--- src/rtl/pcr_ram.sv ---
// pcr_ram: generic single write, single read port ram with registered read
// no dependencies
module pcr_ram #(
  parameter int WIDTH = 8,
  parameter int DEPTH = 256
) (
  input  logic                     clk,
  input  logic                     we,
  input  logic [$clog2(DEPTH)-1:0] waddr,
  input  logic [WIDTH-1:0]         wdata,
  input  logic [$clog2(DEPTH)-1:0] raddr,
  output logic [WIDTH-1:0]         rdata
);

  logic [WIDTH-1:0] mem [DEPTH];

  always_ff @(posedge clk) begin
    if (we) begin
      mem[waddr] <= wdata;
    end
    rdata <= mem[raddr];
  end

endmodule
--- config.mk ---
export PLATFORM = sky130hd
export DESIGN_NAME = pcr_ram
export DESIGN_NICKNAME = d
export VERILOG_FILES = /design/src/rtl/pcr_ram.sv
export SDC_FILE = /design/constraint.sdc
export NUM_CORES = 2
export LEC_CHECK = 0
export BUFFER_PORTS_ARGS = -buffer_cell sky130_fd_sc_hd__buf_2
export CORE_ASPECT_RATIO = 1.5
export CORE_MARGIN = 10
export CORE_UTILIZATION = 55
export DETAILED_ROUTE_END_ITERATION = 6
export PLACE_DENSITY = 0.71
export SYNTH_ARGS = -nofsm -noshare
export SYNTH_HDL_FRONTEND = slang
export SYNTH_SLANG_ARGS = --single-unit
--- constraint.sdc ---
create_clock -name clk -period 2.7 [get_ports clk]
set_input_delay 0.135 -clock clk [delete_from_list [all_inputs] [get_ports clk]]
set_output_delay 0.135 -clock clk [all_outputs]
set_load 0.05 [all_outputs]
### Yosys cells after proc, flatten, opt, wreduce, memory -nomap -nowiden

Memory sizes are Yosys's and may differ from the RTL's. A register that Yosys moved wholly into a read port is not among the register bits.
Cells that the tools add are included.

| storage, ports and cells | value |
|---|---|
| register bits after elaboration | 0 |
| memory bits (writable) | 2048 |
| bits of input ports | 26 |
| output and inout port bits | 8 |
| logic and storage cells | 3 |
| memories | 1 |

| operators by class | value |
|---|---|
| muxes and demuxes | 2 |

Memory list:

| memory | depth | width | read ports | clocked after Yosys merged registers in | write ports | RTL line | text |
|---|---|---|---|---|---|---|---|
| mem | 256 | 8 | 1 | 1 | 1 | 15 | `logic [WIDTH-1:0] mem [DEPTH];` |

Operators with widths:

| kind | number |
|---|---|
| two-way mux 1 bit | 2 |

### Logic depth before layout (Yosys ltp)

| depth | value |
|---|---|
| word-level depth | 2 |
| depth in mapped cells | 11 |
| gate-level depth less buffers | 6 |

### Worst setup path after synthesis

No wires, ideal clock.

| timing path | value |
|---|---|
| path type | input -> register |
| from | input raddr[0] |
| to | register rdata[2], read port of mem |
| setup time | 131 ps |
| data arrival time | 1942 ps |
| data required time | 2569 ps |
| setup slack | 627 ps |
| cell stages on the path | 9 |
| buffers on the path | 4 |
| cells stage by stage | buf_6 buf_12 buf_8 buf_2 mux4_2 a22oi_1 a21oi_1 nor4_1 nor4_2 |

RTL lines:

| what | RTL line | text |
|---|---|---|
| from (decl) | 11 | `input logic [$clog2(DEPTH)-1:0] raddr,` |
| to (decl) | 12 | `output logic [WIDTH-1:0] rdata` |

==> out/results.txt <==
I/O pin count -> 34
Final GP Congestion -> 0.890
status -> finished, violations left
fin nets -> 4,298
antenna violations before repair -> 14
crit path capture type -> flip-flop
Worst Skew -> 19.4 ps
slew margin rel. -> 35.4%
vias in the first global route -> 41,930
layout cell share with drive strength beyond 1 -> 29.9%
synthesis-stage register bit count -> 2,056
Final Setup Violations -> 1
first-pass GRT wire length -> 294,000 um
via count -> 41,058
Synth Warn # -> 0
layout filler cell count -> 9,408
Starting Density -> 55.5%
placed instance area -> 85,700 um^2
Clock transition at path regs -> 70 ps
most used flip-flop cell after synthesis -> edfxtp_1
total gr overflow -> 0
core area -> 143,000 um^2
Critical Path RT -> 3370 ps
multi-input logic area -> 16,500 um^2
HPWL Detailed -> 132,000 um
vias per inst -> 6.50
RSZ-0062 raised after global routing -> no
sequential cell area fraction in the yosys report -> 77.5%
post-synthesis cell count -> 3,733
largest net degree at the start of global routing -> 115
# clock sinks -> 2,056
total track usage -> 25.4%
startpoint types -> flip-flop
Antenna Nets Post-Route -> 0
minimum clock period -> 2700 ps
Lkg Pwr -> 29.4 nW
drt drc -> 0
area delta synth->final -> 15.2%
Root Buffer -> clkbuf_16
Syn Nets -> 3,759
Max FO, Critical Path -> 1
Fmax -> 370 MHz
Chip Width -> 331 um
Final WS setup -> -3.65 ps
Longest Clk Path Bufs -> 3
wirelength, routed -> 202,000 um
# rows -> 170
Avg Cell Area, Syn -> 21.3 um^2
number of synthesized flops with an enable pin -> 2,048
number of buffers created by CTS -> 174
Final Cycle Share -> 100%
Worst-Margin Slew -> 960 ps
CP arrival -> 3370 ps
Design Power -> 64.7 mW
worst hold path type -> in -> reg
max-cap violation count -> 0
final hold vios -> 0
final instance area -> 91,700 um^2
H-tree Lvls -> 4
CTS tree -> yes
register area -> 61,700 um^2
drt pass-1 iters -> 6
post-synth cell types -> 55
mean routed wirelength per cell -> 32.1 um
PwrDens -> 706 nW/um^2
ys async rst share -> 0%
worst vdd ir -> 730 uV
worst-skew pair later-pin latency -> 800 ps
full die area -> 161,000 um^2
die height -> 486 um
Synth Cell Area -> 79,600 um^2
Iteration-0 DRC Markers -> 5,626
WS Path Type -> reg -> reg
port buffer count -> 33
Slew Viols, Final -> 0
violated checks -> negative setup slack
## cell families (layout without fill, tap and decap cells)
family                 after synthesis  count (layout)  share of synthesized area, %
flip-flops                        2056            2056                          77.5
buffers and inverters              235             915                          1.83
AO/OA/AOI/OAI                      385             385                          3.42
multiplexers                       591             591                          14.6
other                                0              10                             0
AND/OR/NAND/NOR                    466             466                          2.63
## critical path, stage by stage (launching register included)
cell and delay (ps):
edfxtp_1 400, mux4_2 490, nor2b_1 170, a211oi_1 320
nor3_1 120, nor4_1 790, buf_4 240, nor4_2 40
## final timing paths
kind	from	end	slack, ps	depth (start not counted)
max reg2reg	mem[100][0]	rdata[0]	-4	7
min	wdata[5]	mem[38][5]	60	1
min reg2reg	mem[6][6]	rdata[6]	1170	7
max	mem[100][0]	rdata[0]	-4	7
## routing by layer
| layer | vias to the layer above | part of all wire (%) | track usage, % |
|---|---|---|---|
| met5 | - | 0.037 | 0 |
| met4 | 10 | 5.1 | 12.3 |
| met3 | 499 | 8.7 | 5.19 |
| met2 | 2218 | 52 | 43.0 |
| met1 | 21586 | 34 | 31.2 |
| li1 | 16745 | - | - |
## sequential cells by signal, indices dropped and copies added (netlist names)
| register | count |
|---|---|
| rdata | 8 |
| mem | 2048 |
## layout by cell type, fill, tap and decap left out, types with 25 or more instances in the layout
cell          n
o22ai_1      28
bufinv_16    25
clkbuf_16   181
o221ai_1     46
mux4_2      454
a21oi_1      96
buf_12       58
nor2_1      279
buf_4       498
mux2i_1     134
a22oi_1     133
nor2b_1      28
clkbuf_1     40
edfxtp_1   2048
nand3_1      34
nand2_1      33
clkinv_1     27
## metrics by stage
step | hold slack, ps | instances | setup TNS [ps] | setup WS (ps) | util (%)
2_1_floorplan | 234 | 3733 | 0 | 627 | -
3_3_place_gp | 675 | 5980 | -2470 | -553 | 59.8
3_5_place_dp | 678 | 5980 | -2650 | -602 | 59.8
4_1_cts | 12.3 | 6305 | 0 | 49.5 | 63.9
5_1_grt | 53.8 | 6307 | 0 | 7.41 | 63.9
6_report | 58.6 | 6315 | -3.65 | -3.65 | 63.9
## power by group
| part | switching (mW) | internal [mW] |
|---|---|---|
| combinational | 2.27 | 1.38 |
| sequential | 0.0648 | 35.2 |
| clock | 11.1 | 14.7 |
## synthesized netlist by cell type, drive strengths merged (28+ instances only)
| master | number | area [um^2] |
|---|---|---|
| nand3 | 34 | 170 |
| nor2 | 282 | 1060 |
| clkbuf | 111 | 417 |
| nor2b | 31 | 194 |
| o221ai | 47 | 418 |
| o22ai | 28 | 175 |
| buf | 122 | 1030 |
| mux2i | 134 | 1340 |
| edfxtp | 2048 | 61500 |
| mux4 | 456 | 10300 |
| nand2 | 33 | 124 |
| a21oi | 96 | 480 |
| a22oi | 133 | 998 |
## timing repair
action,in CTS,in global routing
buffers inserted,0,0
resized for setup,4,1
gates cloned,0,0
pin swaps,0,0
endpoints found under the hold margin,162,0
hold buffers,8,0
setup endpoints to repair,3,1
## final cells by class
class                      instances  area share, %
tap                             1892           2.58
sequential                      2056           67.3
timing repair buffer             596           5.71
multi-input combinational       1442           18.0
clock buffer                     223           5.14
inverter                           2        0.00819
clock inverter                    94           1.25
antenna                           10         0.0273
No activity file was read; power rests on OpenSTA's default activity.
